--- src/rtl/core/ep2cal_pkg.sv ---
`timescale 1ns / 1ps
// ----------------------------------------------------------------------------
// Epoch-to-calendar shared definitions
// Types, calendar constants and the month length table used by the front,
// queue and back parts of the epoch seconds to calendar converter.
// ----------------------------------------------------------------------------
package ep2cal_pkg;

    // Width of the whole-day count (the largest input gives 49710 days).
    localparam int unsigned DAYS_W = 16;

    // Divisors of the time-of-day split.
    localparam logic [5:0] SEC_PER_MIN  = 6'd60;
    localparam logic [5:0] MIN_PER_HOUR = 6'd60;
    localparam logic [5:0] HOUR_PER_DAY = 6'd24;

    // Year lengths and the leap February.
    localparam logic [8:0] DAYS_LEAP_YEAR   = 9'd366;
    localparam logic [8:0] DAYS_COMMON_YEAR = 9'd365;
    localparam logic [4:0] DAYS_FEB_LEAP    = 5'd29;
    localparam logic [4:0] DAYS_FEB_COMMON  = 5'd28;
    localparam logic [4:0] DAYS_LONG_MONTH  = 5'd31;
    localparam logic [4:0] DAYS_SHORT_MONTH = 5'd30;

    // Residues of the epoch year 1970 modulo 4, 100 and 400.
    localparam logic [1:0] EPOCH_MOD4   = 2'd2;
    localparam logic [6:0] EPOCH_MOD100 = 7'd70;
    localparam logic [8:0] EPOCH_MOD400 = 9'd370;
    localparam logic [6:0] MOD100_LAST  = 7'd99;
    localparam logic [8:0] MOD400_LAST  = 9'd399;

    // Month indexes, counted from zero.
    localparam logic [3:0] MON_JAN = 4'd0;
    localparam logic [3:0] MON_FEB = 4'd1;
    localparam logic [3:0] MON_MAR = 4'd2;
    localparam logic [3:0] MON_APR = 4'd3;
    localparam logic [3:0] MON_MAY = 4'd4;
    localparam logic [3:0] MON_JUN = 4'd5;
    localparam logic [3:0] MON_JUL = 4'd6;
    localparam logic [3:0] MON_AUG = 4'd7;
    localparam logic [3:0] MON_SEP = 4'd8;
    localparam logic [3:0] MON_OCT = 4'd9;
    localparam logic [3:0] MON_NOV = 4'd10;
    localparam logic [3:0] MON_DEC = 4'd11;

    // Time of day and whole days of one request, handed from front to back.
    typedef struct packed {
        logic [5:0]        sec;
        logic [5:0]        min;
        logic [4:0]        hr;
        logic [DAYS_W-1:0] days;
    } tod_item_t;

    // Fill status of the queue between front and back.
    typedef struct packed {
        logic full;
        logic empty;
    } q_status_t;

    // Days in a month, with February depending on the leap flag.
    function automatic logic [4:0] month_len(input logic [3:0] mon, input logic leap);
        logic [4:0] len;
        begin
            case (mon)
                MON_FEB: len = leap ? DAYS_FEB_LEAP : DAYS_FEB_COMMON;
                MON_APR: len = DAYS_SHORT_MONTH;
                MON_JUN: len = DAYS_SHORT_MONTH;
                MON_SEP: len = DAYS_SHORT_MONTH;
                MON_NOV: len = DAYS_SHORT_MONTH;
                default: len = DAYS_LONG_MONTH;
            endcase
            return len;
        end
    endfunction

endpackage

--- src/rtl/core/epoch_seconds_to_calendar.sv ---
`timescale 1ns / 1ps
// ----------------------------------------------------------------------------
// Epoch seconds to calendar converter
// Turns an unsigned count of seconds since 1970-01-01 00:00:00 into second,
// minute, hour, day of month, month and year of century.
//
// Usage: present epoch_seconds with in_valid; the request is taken when
// in_ready is high. Each request gives one result on the out channel, held
// with out_valid until out_ready takes it.
// For each request the front end takes these steps: the accept step, three
// divisions (by 60, 60 and 24) of one multiply step and one correction
// step each on a shared reciprocal multiplier, and the push into the queue.
// The back end then subtracts one year per cycle from 1970 (up to 136
// years) and one month per cycle (up to 11 months). Front and back overlap
// through a two-entry queue, so the front end can take a new request while
// the back end still works on an earlier one. A stalled receiver holds the
// output register; the back end then waits, the queue fills and in_ready
// drops. Reset empties the queue and the output register; no clearing pass
// is needed.
// ----------------------------------------------------------------------------
module epoch_seconds_to_calendar (
    input  logic        clk,
    input  logic        rst_n,
    input  logic        in_valid,
    output logic        in_ready,
    input  logic [31:0] epoch_seconds,
    output logic        out_valid,
    input  logic        out_ready,
    output logic [5:0]  second_of_minute,
    output logic [5:0]  minute_of_hour,
    output logic [4:0]  hour_of_day,
    output logic [4:0]  day_of_month,
    output logic [3:0]  month_of_year,
    output logic [6:0]  year_of_century
);
    import ep2cal_pkg::*;

    logic      push_valid;
    tod_item_t push_item;
    logic      pop_req;
    tod_item_t pop_item;
    q_status_t q_status;

    // Front end: request intake and time-of-day split.
    ep2cal_front u_front (
        .clk           (clk),
        .rst_n         (rst_n),
        .in_valid      (in_valid),
        .in_ready      (in_ready),
        .epoch_seconds (epoch_seconds),
        .push_valid    (push_valid),
        .push_item     (push_item),
        .q_status      (q_status)
    );

    // Queue between front and back.
    ep2cal_queue u_queue (
        .clk        (clk),
        .rst_n      (rst_n),
        .push_valid (push_valid),
        .push_item  (push_item),
        .pop_req    (pop_req),
        .pop_item   (pop_item),
        .q_status   (q_status)
    );

    // Back end: year and month subtraction and output register.
    ep2cal_back u_back (
        .clk              (clk),
        .rst_n            (rst_n),
        .pop_req          (pop_req),
        .pop_item         (pop_item),
        .q_status         (q_status),
        .out_valid        (out_valid),
        .out_ready        (out_ready),
        .second_of_minute (second_of_minute),
        .minute_of_hour   (minute_of_hour),
        .hour_of_day      (hour_of_day),
        .day_of_month     (day_of_month),
        .month_of_year    (month_of_year),
        .year_of_century  (year_of_century)
    );

`ifndef SYNTHESIS
    // The queue can never report full and empty at once.
    a_queue_status: assert property (@(posedge clk) disable iff (!rst_n)
        !(q_status.full && q_status.empty))
        else $error("queue reports full and empty together");

    // A pending front-end item is only left waiting while the queue is full.
    a_push_stall: assert property (@(posedge clk) disable iff (!rst_n)
        (push_valid && !q_status.full) |=> !push_valid)
        else $error("front end kept an item the queue could take");

    // A delivered date stays inside the calendar ranges.
    a_date_range: assert property (@(posedge clk) disable iff (!rst_n)
        out_valid |-> (month_of_year >= 4'd1) && (month_of_year <= 4'd12)
                      && (day_of_month >= 5'd1) && (year_of_century <= 7'd99))
        else $error("date out of range");

    // A delivered time of day stays inside its ranges.
    a_time_range: assert property (@(posedge clk) disable iff (!rst_n)
        out_valid |-> (second_of_minute <= 6'd59) && (minute_of_hour <= 6'd59)
                      && (hour_of_day <= 5'd23))
        else $error("time of day out of range");
`endif

endmodule

--- src/rtl/core/ep2cal_front.sv ---
`timescale 1ns / 1ps
// ----------------------------------------------------------------------------
// Epoch-to-calendar front end
// Accepts a request and splits the seconds count into second, minute, hour
// and whole days with one shared reciprocal multiplier: each division takes
// one multiply step and one remainder-and-correction step.
// ----------------------------------------------------------------------------
module ep2cal_front (
    input  logic                   clk,
    input  logic                   rst_n,
    input  logic                   in_valid,
    output logic                   in_ready,
    input  logic [31:0]            epoch_seconds,
    output logic                   push_valid,
    output ep2cal_pkg::tod_item_t  push_item,
    input  ep2cal_pkg::q_status_t  q_status
);
    import ep2cal_pkg::*;

    localparam logic [1:0] F_IDLE = 2'd0;
    localparam logic [1:0] F_MUL  = 2'd1;
    localparam logic [1:0] F_FIX  = 2'd2;
    localparam logic [1:0] F_PUSH = 2'd3;

    localparam logic [1:0] PH_SEC  = 2'd0;
    localparam logic [1:0] PH_MIN  = 2'd1;
    localparam logic [1:0] PH_HOUR = 2'd2;

    // Reciprocals of 15 and 6 scaled by 2^34, rounded down. The dividend is
    // shifted right by two first, so these divide by 60 and by 24.
    localparam logic [31:0] RECIP_15 = 32'd1145324612;
    localparam logic [31:0] RECIP_6  = 32'd2863311530;

    logic [1:0]  state_reg, state_next;
    logic [1:0]  phase_reg, phase_next;
    logic [31:0] quot_reg, quot_next;
    logic [27:0] est_reg, est_next;
    logic [5:0]  sec_reg, sec_next;
    logic [5:0]  min_reg, min_next;
    logic [4:0]  hr_reg, hr_next;

    logic [5:0]  divisor;
    logic [31:0] recip;
    logic [61:0] product;
    logic [31:0] est_wide;
    logic [31:0] est_times_div;
    logic [31:0] rem_wide;
    logic        take;
    logic [6:0]  rem_fixed;
    logic [31:0] quot_fixed;

    // Quotient estimate from the reciprocal, then remainder and correction.
    // The estimate is never high and at most one low, so one compare and
    // subtract gives the exact quotient and remainder.
    always_comb
    begin
        divisor       = (phase_reg == PH_HOUR) ? HOUR_PER_DAY
                      : ((phase_reg == PH_MIN) ? MIN_PER_HOUR : SEC_PER_MIN);
        recip         = (phase_reg == PH_HOUR) ? RECIP_6 : RECIP_15;
        product       = {32'd0, quot_reg[31:2]} * {30'd0, recip};
        est_wide      = {4'd0, est_reg};
        est_times_div = (phase_reg == PH_HOUR) ? ((est_wide << 4) + (est_wide << 3))
                                               : ((est_wide << 6) - (est_wide << 2));
        rem_wide      = quot_reg - est_times_div;
        take          = (rem_wide[6:0] >= {1'b0, divisor});
        rem_fixed     = take ? (rem_wide[6:0] - {1'b0, divisor}) : rem_wide[6:0];
        quot_fixed    = est_wide + {31'd0, take};
    end

    // Sequencer: three multiply-and-correct divisions, then hand the item
    // to the queue.
    always_comb
    begin
        state_next = state_reg;
        phase_next = phase_reg;
        quot_next  = quot_reg;
        est_next   = est_reg;
        sec_next   = sec_reg;
        min_next   = min_reg;
        hr_next    = hr_reg;
        case (state_reg)
            F_IDLE:
            begin
                if (in_valid)
                begin
                    quot_next  = epoch_seconds;
                    phase_next = PH_SEC;
                    state_next = F_MUL;
                end
            end
            F_MUL:
            begin
                est_next   = product[61:34];
                state_next = F_FIX;
            end
            F_FIX:
            begin
                quot_next = quot_fixed;
                case (phase_reg)
                    PH_SEC:
                    begin
                        sec_next   = rem_fixed[5:0];
                        phase_next = PH_MIN;
                        state_next = F_MUL;
                    end
                    PH_MIN:
                    begin
                        min_next   = rem_fixed[5:0];
                        phase_next = PH_HOUR;
                        state_next = F_MUL;
                    end
                    default:
                    begin
                        hr_next    = rem_fixed[4:0];
                        state_next = F_PUSH;
                    end
                endcase
            end
            F_PUSH:
            begin
                if (!q_status.full)
                begin
                    state_next = F_IDLE;
                end
            end
            default:
            begin
                state_next = F_IDLE;
            end
        endcase
    end

    // Control state.
    always_ff @(posedge clk or negedge rst_n)
    begin
        if (!rst_n)
        begin
            state_reg <= F_IDLE;
            phase_reg <= PH_SEC;
        end
        else
        begin
            state_reg <= state_next;
            phase_reg <= phase_next;
        end
    end

    // Datapath.
    always_ff @(posedge clk)
    begin
        quot_reg <= quot_next;
        est_reg  <= est_next;
        sec_reg  <= sec_next;
        min_reg  <= min_next;
        hr_reg   <= hr_next;
    end

    // After the hour division the quotient holds the whole days.
    assign in_ready       = (state_reg == F_IDLE);
    assign push_valid     = (state_reg == F_PUSH);
    assign push_item.sec  = sec_reg;
    assign push_item.min  = min_reg;
    assign push_item.hr   = hr_reg;
    assign push_item.days = quot_reg[DAYS_W-1:0];

endmodule

--- src/rtl/core/ep2cal_queue.sv ---
`timescale 1ns / 1ps
// ----------------------------------------------------------------------------
// Epoch-to-calendar item queue
// Two-entry queue that lets the front end and the back end stall
// independently of each other.
// ----------------------------------------------------------------------------
module ep2cal_queue (
    input  logic                   clk,
    input  logic                   rst_n,
    input  logic                   push_valid,
    input  ep2cal_pkg::tod_item_t  push_item,
    input  logic                   pop_req,
    output ep2cal_pkg::tod_item_t  pop_item,
    output ep2cal_pkg::q_status_t  q_status
);
    import ep2cal_pkg::*;

    tod_item_t  entry_reg [2];
    logic       wr_ptr_reg, wr_ptr_next;
    logic       rd_ptr_reg, rd_ptr_next;
    logic [1:0] count_reg, count_next;
    logic       do_push;
    logic       do_pop;

    // Fill status and pointer updates.
    always_comb
    begin
        q_status.full  = (count_reg == 2'd2);
        q_status.empty = (count_reg == 2'd0);
        do_push        = push_valid && !q_status.full;
        do_pop         = pop_req && !q_status.empty;
        wr_ptr_next    = do_push ? !wr_ptr_reg : wr_ptr_reg;
        rd_ptr_next    = do_pop ? !rd_ptr_reg : rd_ptr_reg;
        count_next     = count_reg + {1'b0, do_push} - {1'b0, do_pop};
    end

    always_ff @(posedge clk or negedge rst_n)
    begin
        if (!rst_n)
        begin
            wr_ptr_reg <= 1'b0;
            rd_ptr_reg <= 1'b0;
            count_reg  <= 2'd0;
        end
        else
        begin
            wr_ptr_reg <= wr_ptr_next;
            rd_ptr_reg <= rd_ptr_next;
            count_reg  <= count_next;
        end
    end

    // Entry storage.
    always_ff @(posedge clk)
    begin
        if (do_push)
        begin
            entry_reg[wr_ptr_reg] <= push_item;
        end
    end

    assign pop_item = entry_reg[rd_ptr_reg];

endmodule

--- src/rtl/core/ep2cal_back.sv ---
`timescale 1ns / 1ps
// ----------------------------------------------------------------------------
// Epoch-to-calendar back end
// Takes whole days from the queue, subtracts years from 1970 and then months
// one per cycle, and holds the finished date and time in an output register.
// ----------------------------------------------------------------------------
module ep2cal_back (
    input  logic                   clk,
    input  logic                   rst_n,
    output logic                   pop_req,
    input  ep2cal_pkg::tod_item_t  pop_item,
    input  ep2cal_pkg::q_status_t  q_status,
    output logic                   out_valid,
    input  logic                   out_ready,
    output logic [5:0]             second_of_minute,
    output logic [5:0]             minute_of_hour,
    output logic [4:0]             hour_of_day,
    output logic [4:0]             day_of_month,
    output logic [3:0]             month_of_year,
    output logic [6:0]             year_of_century
);
    import ep2cal_pkg::*;

    localparam logic [1:0] B_IDLE  = 2'd0;
    localparam logic [1:0] B_YEAR  = 2'd1;
    localparam logic [1:0] B_MONTH = 2'd2;
    localparam logic [1:0] B_HOLD  = 2'd3;

    logic [1:0]        state_reg, state_next;
    logic              out_valid_reg, out_valid_next;
    logic [DAYS_W-1:0] days_reg, days_next;
    logic [1:0]        mod4_reg, mod4_next;
    logic [6:0]        mod100_reg, mod100_next;
    logic [8:0]        mod400_reg, mod400_next;
    logic [3:0]        mon_reg, mon_next;
    tod_item_t         tod_reg, tod_next;

    logic [5:0] sec_out_reg, sec_out_next;
    logic [5:0] min_out_reg, min_out_next;
    logic [4:0] hr_out_reg, hr_out_next;
    logic [4:0] day_out_reg, day_out_next;
    logic [3:0] mon_out_reg, mon_out_next;
    logic [6:0] yr_out_reg, yr_out_next;

    logic       leap;
    logic [8:0] year_len;
    logic [4:0] mon_len;
    logic       load;
    logic       slot_free;

    // Leap rule from the running residues of the year.
    always_comb
    begin
        leap     = ((mod4_reg == 2'd0) && (mod100_reg != 7'd0)) || (mod400_reg == 9'd0);
        year_len = leap ? DAYS_LEAP_YEAR : DAYS_COMMON_YEAR;
        mon_len  = month_len(mon_reg, leap);
        load     = (state_reg == B_IDLE) && !q_status.empty;
        slot_free = !out_valid_reg || out_ready;
    end

    // Year and month subtraction sequencer.
    always_comb
    begin
        state_next     = state_reg;
        out_valid_next = out_valid_reg && !out_ready;
        days_next      = days_reg;
        mod4_next      = mod4_reg;
        mod100_next    = mod100_reg;
        mod400_next    = mod400_reg;
        mon_next       = mon_reg;
        tod_next       = tod_reg;
        sec_out_next   = sec_out_reg;
        min_out_next   = min_out_reg;
        hr_out_next    = hr_out_reg;
        day_out_next   = day_out_reg;
        mon_out_next   = mon_out_reg;
        yr_out_next    = yr_out_reg;
        case (state_reg)
            B_IDLE:
            begin
                if (load)
                begin
                    tod_next    = pop_item;
                    days_next   = pop_item.days;
                    mod4_next   = EPOCH_MOD4;
                    mod100_next = EPOCH_MOD100;
                    mod400_next = EPOCH_MOD400;
                    mon_next    = MON_JAN;
                    state_next  = B_YEAR;
                end
            end
            B_YEAR:
            begin
                if (days_reg < {{(DAYS_W-9){1'b0}}, year_len})
                begin
                    state_next = B_MONTH;
                end
                else
                begin
                    days_next   = days_reg - {{(DAYS_W-9){1'b0}}, year_len};
                    mod4_next   = mod4_reg + 2'd1;
                    mod100_next = (mod100_reg == MOD100_LAST) ? 7'd0 : mod100_reg + 7'd1;
                    mod400_next = (mod400_reg == MOD400_LAST) ? 9'd0 : mod400_reg + 9'd1;
                end
            end
            B_MONTH:
            begin
                if ((mon_reg == MON_DEC) || (days_reg < {{(DAYS_W-5){1'b0}}, mon_len}))
                begin
                    state_next = B_HOLD;
                end
                else
                begin
                    days_next = days_reg - {{(DAYS_W-5){1'b0}}, mon_len};
                    mon_next  = mon_reg + 4'd1;
                end
            end
            B_HOLD:
            begin
                if (slot_free)
                begin
                    sec_out_next   = tod_reg.sec;
                    min_out_next   = tod_reg.min;
                    hr_out_next    = tod_reg.hr;
                    day_out_next   = days_reg[4:0] + 5'd1;
                    mon_out_next   = mon_reg + 4'd1;
                    yr_out_next    = mod100_reg;
                    out_valid_next = 1'b1;
                    state_next     = B_IDLE;
                end
            end
            default:
            begin
                state_next = B_IDLE;
            end
        endcase
    end

    // Control state.
    always_ff @(posedge clk or negedge rst_n)
    begin
        if (!rst_n)
        begin
            state_reg     <= B_IDLE;
            out_valid_reg <= 1'b0;
        end
        else
        begin
            state_reg     <= state_next;
            out_valid_reg <= out_valid_next;
        end
    end

    // Datapath and output register.
    always_ff @(posedge clk)
    begin
        days_reg    <= days_next;
        mod4_reg    <= mod4_next;
        mod100_reg  <= mod100_next;
        mod400_reg  <= mod400_next;
        mon_reg     <= mon_next;
        tod_reg     <= tod_next;
        sec_out_reg <= sec_out_next;
        min_out_reg <= min_out_next;
        hr_out_reg  <= hr_out_next;
        day_out_reg <= day_out_next;
        mon_out_reg <= mon_out_next;
        yr_out_reg  <= yr_out_next;
    end

    assign pop_req          = (state_reg == B_IDLE);
    assign out_valid        = out_valid_reg;
    assign second_of_minute = sec_out_reg;
    assign minute_of_hour   = min_out_reg;
    assign hour_of_day      = hr_out_reg;
    assign day_of_month     = day_out_reg;
    assign month_of_year    = mon_out_reg;
    assign year_of_century  = yr_out_reg;

endmodule
--- config.mk ---
export PLATFORM = sky130hd
export DESIGN_NAME = epoch_seconds_to_calendar
export DESIGN_NICKNAME = d
export VERILOG_FILES = /design/src/rtl/core/ep2cal_pkg.sv /design/src/rtl/core/epoch_seconds_to_calendar.sv /design/src/rtl/core/ep2cal_front.sv /design/src/rtl/core/ep2cal_queue.sv /design/src/rtl/core/ep2cal_back.sv
export SDC_FILE = /design/constraint.sdc
export NUM_CORES = 1
export LEC_CHECK = 0
export BUFFER_PORTS_ARGS = -buffer_cell sky130_fd_sc_hd__buf_2
export CAP_MARGIN = 20
export CELL_PAD_IN_SITES_DETAIL_PLACEMENT = 1
export CELL_PAD_IN_SITES_GLOBAL_PLACEMENT = 1
export CORE_UTILIZATION = 25
export DETAILED_ROUTE_END_ITERATION = 8
export GPL_ROUTABILITY_DRIVEN = 0
export PLACE_DENSITY = 0.57
export SYNTH_ARGS = -nofsm -noshare
export SYNTH_HDL_FRONTEND = slang
export SYNTH_SLANG_ARGS = --single-unit
--- constraint.sdc ---
create_clock -name clk -period 7.2 [get_ports clk]
set_input_delay 0.36 -clock clk [delete_from_list [all_inputs] [get_ports clk]]
set_output_delay 0.36 -clock clk [all_outputs]
set_load 0.01 [all_outputs]
* Word level (Yosys, flattened, before mapping)
Memory sizes are Yosys's and may differ from the RTL's.
Cells that the tools add are included.
** Storage, ports and cells
- Register bits after elaboration :: 176
- RAM bits :: 66
- Memories kept :: 1
** Operators by class
- Add/subtract/negate cells :: 14
- Multipliers :: 1
- Magnitude comparators :: 3
- Equality and inequality tests :: 26
- Mux-type cells :: 43
- Bitwise logic cells :: 1
- Reductions and logical operators :: 38
** Memories
- u_queue.entry_reg :: words 2, bits a word 33, rd ports 1, clocked after memory_dff 0, write ports 1, line ep2cal_queue.sv:18 : tod_item_t entry_reg [2];
** Operators with widths (number)
- 32-bit 2-to-1 mux :: 2
- 32-bit one-hot mux with 2 select lines :: 1
- 30-bit by 32-bit multiplier with 62-bit output :: 1
- 16-bit 2-to-1 mux :: 3
- 16-bit one-hot mux with 3 select lines :: 1
- 28-bit by 1-bit adder with 29-bit output :: 1
- 7-bit 2-to-1 mux :: 4
- 9-bit 2-to-1 mux :: 3
- 2-bit 2-to-1 mux :: 11
- 9-bit one-hot mux with 2 select lines :: 1
- 16-bit by 5-bit < comparator with 1-bit output :: 1
- 16-bit by 9-bit < comparator with 1-bit output :: 1
- 2-bit one-hot mux with 4 select lines :: 2
- 16-bit by 5-bit subtractor with 16-bit output :: 1
- 16-bit by 9-bit subtractor with 16-bit output :: 1
- 7-bit one-hot mux with 2 select lines :: 1
- 2-bit AND reduction :: 7
- 7-bit subtractor :: 2
- 2-bit == test (second input constant) :: 6
- 4-bit == test (second input constant) :: 3
- 6-bit 2-to-1 mux :: 2
- 2-bit one-hot mux with 2 select lines :: 3
- 2-bit logical NOT :: 5
- 5-bit one-hot mux with 2 select lines :: 1
- other kinds (34) :: 62

* Logic depth before layout (Yosys ltp)
- Word-level depth :: 9
- Depth in mapped cells :: 33
- Mapped depth without buffers :: 30

* Hierarchy
A second synthesis with hierarchy kept.
** Unflattened totals
- Cells, all modules :: 2231
- Area, all modules :: 24106.9 um2
** By module, submodules not included
- ep2cal_front :: instances 1, cells each 1714, area each 16687.3 um2, seq. area each 2412.3 um2
- ep2cal_back :: instances 1, cells each 396, area each 4685.7 um2, seq. area each 2717.6 um2
- ep2cal_queue :: instances 1, cells each 121, area each 2733.9 um2, seq. area each 2082.0 um2

* Worst setup path after synthesis
Ideal clock, no wire load.
- Path type :: register -> register
- Start :: register u_front.phase_reg[1]
- End :: register u_front.est_reg[8] (data pin)
- Setup time :: 262 ps
- Data arrival time :: 7573 ps
- Required time :: 6938 ps
- Slack :: -635 ps
- Cell stages (with the launch flop) :: 30
- Buffers on the path :: 2
- Path through :: dfrtp_1 -> inv_1 -> nor2_1 -> clkbuf_1 -> buf_1 -> nand2_1 -> nand2_1 -> ha_1 -> inv_1 -> fa_1 -> inv_1 -> fa_1 -> inv_1 -> fa_1 -> inv_1 -> fa_1 -> fa_1 -> fa_1 -> inv_1 -> fa_1 -> inv_1 -> ha_1 -> and4_1 -> a221oi_1 -> nand2b_1 -> o31ai_4 -> o21ai_0 -> a21oi_1 -> o21ai_1 -> xor2_1
** On the way
- Word-level cells in the longest chain between the ends :: 3
** Ends and longest elaborated chain
- start: declaration :: line ep2cal_front.sv:35 : logic [1:0] phase_reg, phase_next;
- start signal: assignment :: line ep2cal_front.sv:144 : phase_reg <= phase_next;
- 2-bit == test :: line ep2cal_front.sv:59 : recip = (phase_reg == PH_HOUR) ? RECIP_6 : RECIP_15;
- 32-bit 2-to-1 mux :: line ep2cal_front.sv:59
- 30-bit by 32-bit multiplier with 62-bit output :: line ep2cal_front.sv:60 : product = {32'd0, quot_reg[31:2]} * {30'd0, recip};
- named net u_front.product[42] :: line ep2cal_front.sv:44 : logic [61:0] product;
- end signal: assignment :: line ep2cal_front.sv:152 : est_reg <= est_next;
- end: declaration :: line ep2cal_front.sv:37 : logic [27:0] est_reg, est_next;
The timed path passes the listed nets, and every way through them passes these cells.
A chain may end at the register's enable or synchronous reset.

* Final worst setup path
- Start :: register u_front.phase_reg[1]
- End :: register u_front.est_reg[26] (data pin)
The elaborated chain is that of the path after synthesis.

==> reports/summary.txt <==
via count - 16.3k
Cell Area, Synth - 22800 um^2
die area - 92600 um^2
gr ovfl total - 0
Post-Synthesis Cells - 2091
Post-Syn Area per Cell - 10.9 um^2
root buffer selected by CTS - clkbuf_16
Die Ht - 304 um
n_diodes - 0
Hold WS - 0.0788 ns
Yosys top cell area share - 0.304
largest fanout on the critical path - 8
Yosys warning count - 0
DRT Pass-1 Iters - 4
# clock sinks - 242
final worst slack - -0.361 ns
Critical path origin - u_front.phase_reg[1]$_DFFE_PN0P_
top cells by count, synth - inv_1, ha_1, fa_1
IO Pins - 71
drt via density - 4.35
Crit-path slowest cell - fa_2
Final Skew - 0.0136 ns
hold crit path type - in2reg
Critical Path End Type - flip-flop
failing checks - setup timing
Min Clock Period, post-route - 7.56 ns
Max-slew headroom - 0.374
Final Cell Area - 29600 um^2
HP Start - epoch_seconds[16]
synth top area cells - edfxtp_1, fa_1, ha_1
NumNets Final - 3144
slowest stage delay, CP - 0.65 ns
initial DRC count - 579
largest net degree at the start of global routing - 60
FILL cells - 10.2k
DRC - 0
clk buf depth - 3
Post-DP Area - 27100 um^2
Row Count - 110
Routed WL per cell - 17.0 um
most common cell in the netlist - inv_1
worst hold stages - 3
MaxCap Viol Count - 0
flops & latches, synth - 242
critical path type - reg2reg
final hold violation count - 0
H-tree Lvls - 1
R2R Path Start - u_front.phase_reg[1]$_DFFE_PN0P_
post-synth top area cell - edfxtp_1
global-route wire length before repair - 101000 um
final setup violating endpoints - 27
post-route ant nets - 0
critical path arrival - 7.87 ns
Worst-Margin Slew - 0.936 ns
Startpoint Class - flip-flop
Die W - 304 um
dpl hpwl - 52800 um
Layout area overhead - 29.4%
WL final - 63800 um
period utilisation layout - 1.05
async set-reset flop share out of synthesis - 0.0455
initial antenna violation count - 0
status - finished with violations
ys flop type - edfxtp_1
core box area - 90300 um^2
vias in the first global route - 18.7k
share of layout cells above drive strength 1 - 0.278
clock slew at reported path FFs - 0.06 ns
Clock Latency Late Sink - 0.56 ns
Worst EP required - 7.51 ns
Post-synth EDFFs - 231
Worst Reg-to-Reg Cells - 31
number of flip-flops in the largest register - 66
post-synthesis sequential area ratio - 0.316
Unique masters post-synth - 64
Port Buf Inserts - 70
Max Fclk - 0.132 GHz
CTS tree - built
RSZ-0062 raised after global routing - yes
CTS Buf Count - 26
Starting Density - 0.253
max-slew violation count - 0
GRT Total Usage - 0.138
[routing by layer]
metal | global-route usage | vias to the layer above | routed length [um]
li1 | - | 7806 | -
met2 | 0.261 | 130 | 33900
met4 | 0.0245 | 0 | 1260
met3 | 0.0107 | 59 | 986
met1 | 0.170 | 8307 | 27700
met5 | 0 | - | 0
[final cells by class]
cell class / count / area, um^2 / share of cell area
Clock buffer: 26 / 651 / 0.0220
Tap cell: 1176 / 1470 / 0.0498
Clock inverter: 21 / 175 / 0.00593
Inverter: 428 / 1630 / 0.0553
Sequential cell: 242 / 7210 / 0.244
Timing Repair Buffer: 428 / 3240 / 0.110
Multi-Input combinational cell: 1426 / 15200 / 0.513
[layout by cell type (no fill, tap or decap), types with 10 or more instances in the layout]
cell	count
inv_1	378
buf_4	325
ha_1	257
edfxtp_1	231
fa_1	219
nand2_1	154
buf_2	70
o21ai_0	67
xor2_1	54
xnor2_1	53
conb_1	53
a21oi_1	51
nor2_1	44
inv_2	43
ha_4	39
a21o_1	34
fa_2	34
nand3_1	29
clkbuf_16	28
and2_1	23
buf_6	23
nand4_1	22
a21oi_2	19
mux2_2	19
nor2b_1	18
a211oi_1	15
o21bai_1	14
nor3_1	14
and3_1	13
nand2_2	12
nand2b_1	11
dfrtp_1	11
and2_4	10
o211ai_1	10
[what timing repair did]
| item | in CTS | in global routing |
|---|---|---|
| setup buffers | 28 | 23 |
| resized for setup | 160 | 102 |
| endpoints found under the hold margin | 11 | 0 |
| hold buffers | 1 | 0 |
| setup endpoints to repair | 28 | 28 |
| cloned | 2 | 1 |
| pin swaps | 117 | 91 |
[per-stage QoR]
stage / cells / worst slack (ns) / TNS, ns / util
floorplan: 2142 / -0.00343 / -0.00343 / -
global placement: 3646 / -0.729 / -12.55 / 0.301
detailed placement: 3646 / -0.818 / -14.90 / 0.301
CTS: 3723 / -0.302 / -4.10 / 0.320
global route: 3747 / -0.638 / -12.08 / 0.327
finish: 3747 / -0.361 / -5.41 / 0.327
[path summary, 6_finish.rpt]
path	end	slack (ns)
min in group asynchronous	u_queue.rd_ptr_reg$_DFFE_PN0P_	0.27
setup reg to reg	u_front.est_reg[26]$_DFFE_PN_	-0.36
max in group asynchronous	u_front.phase_reg[1]$_DFFE_PN0P_	6.64
hold / removal	u_front.quot_reg[16]$_DFFE_PP_	0.08
hold reg to reg	u_back.second_of_minute[4]$_DFFE_PP_	0.42
setup / recovery	u_front.est_reg[26]$_DFFE_PN_	-0.36
[kinds of logic (layout without fill, tap and decap cells)]
family	count (synthesis)	after routing	share of synthesized area
other	2	53	0.000329
AO/OA/AOI/OAI	287	287	0.0801
flip-flops	242	242	0.316
XOR/XNOR	120	120	0.0460
buffers and inverters	474	903	0.0780
multiplexers	25	25	0.0120
adder cells (fa/ha/maj)	556	556	0.388
AND/OR/NAND/NOR	385	385	0.0800
[worst max-delay path: cells and delay by family (launching register included)]
| family | cells | cell delay [ns] |
|---|---|---|
| flip-flops | 1 | 0.39 |
| XOR/XNOR | 1 | 0.08 |
| AND/OR/NAND/NOR | 6 | 0.69 |
| adder cells (fa/ha/maj) | 9 | 3.93 |
| AO/OA/AOI/OAI | 4 | 0.97 |
| buffers and inverters | 11 | 1.23 |
Power is not shown: default switching activity piles up to over one toggle a cycle in this logic, so the estimate is an artifact.
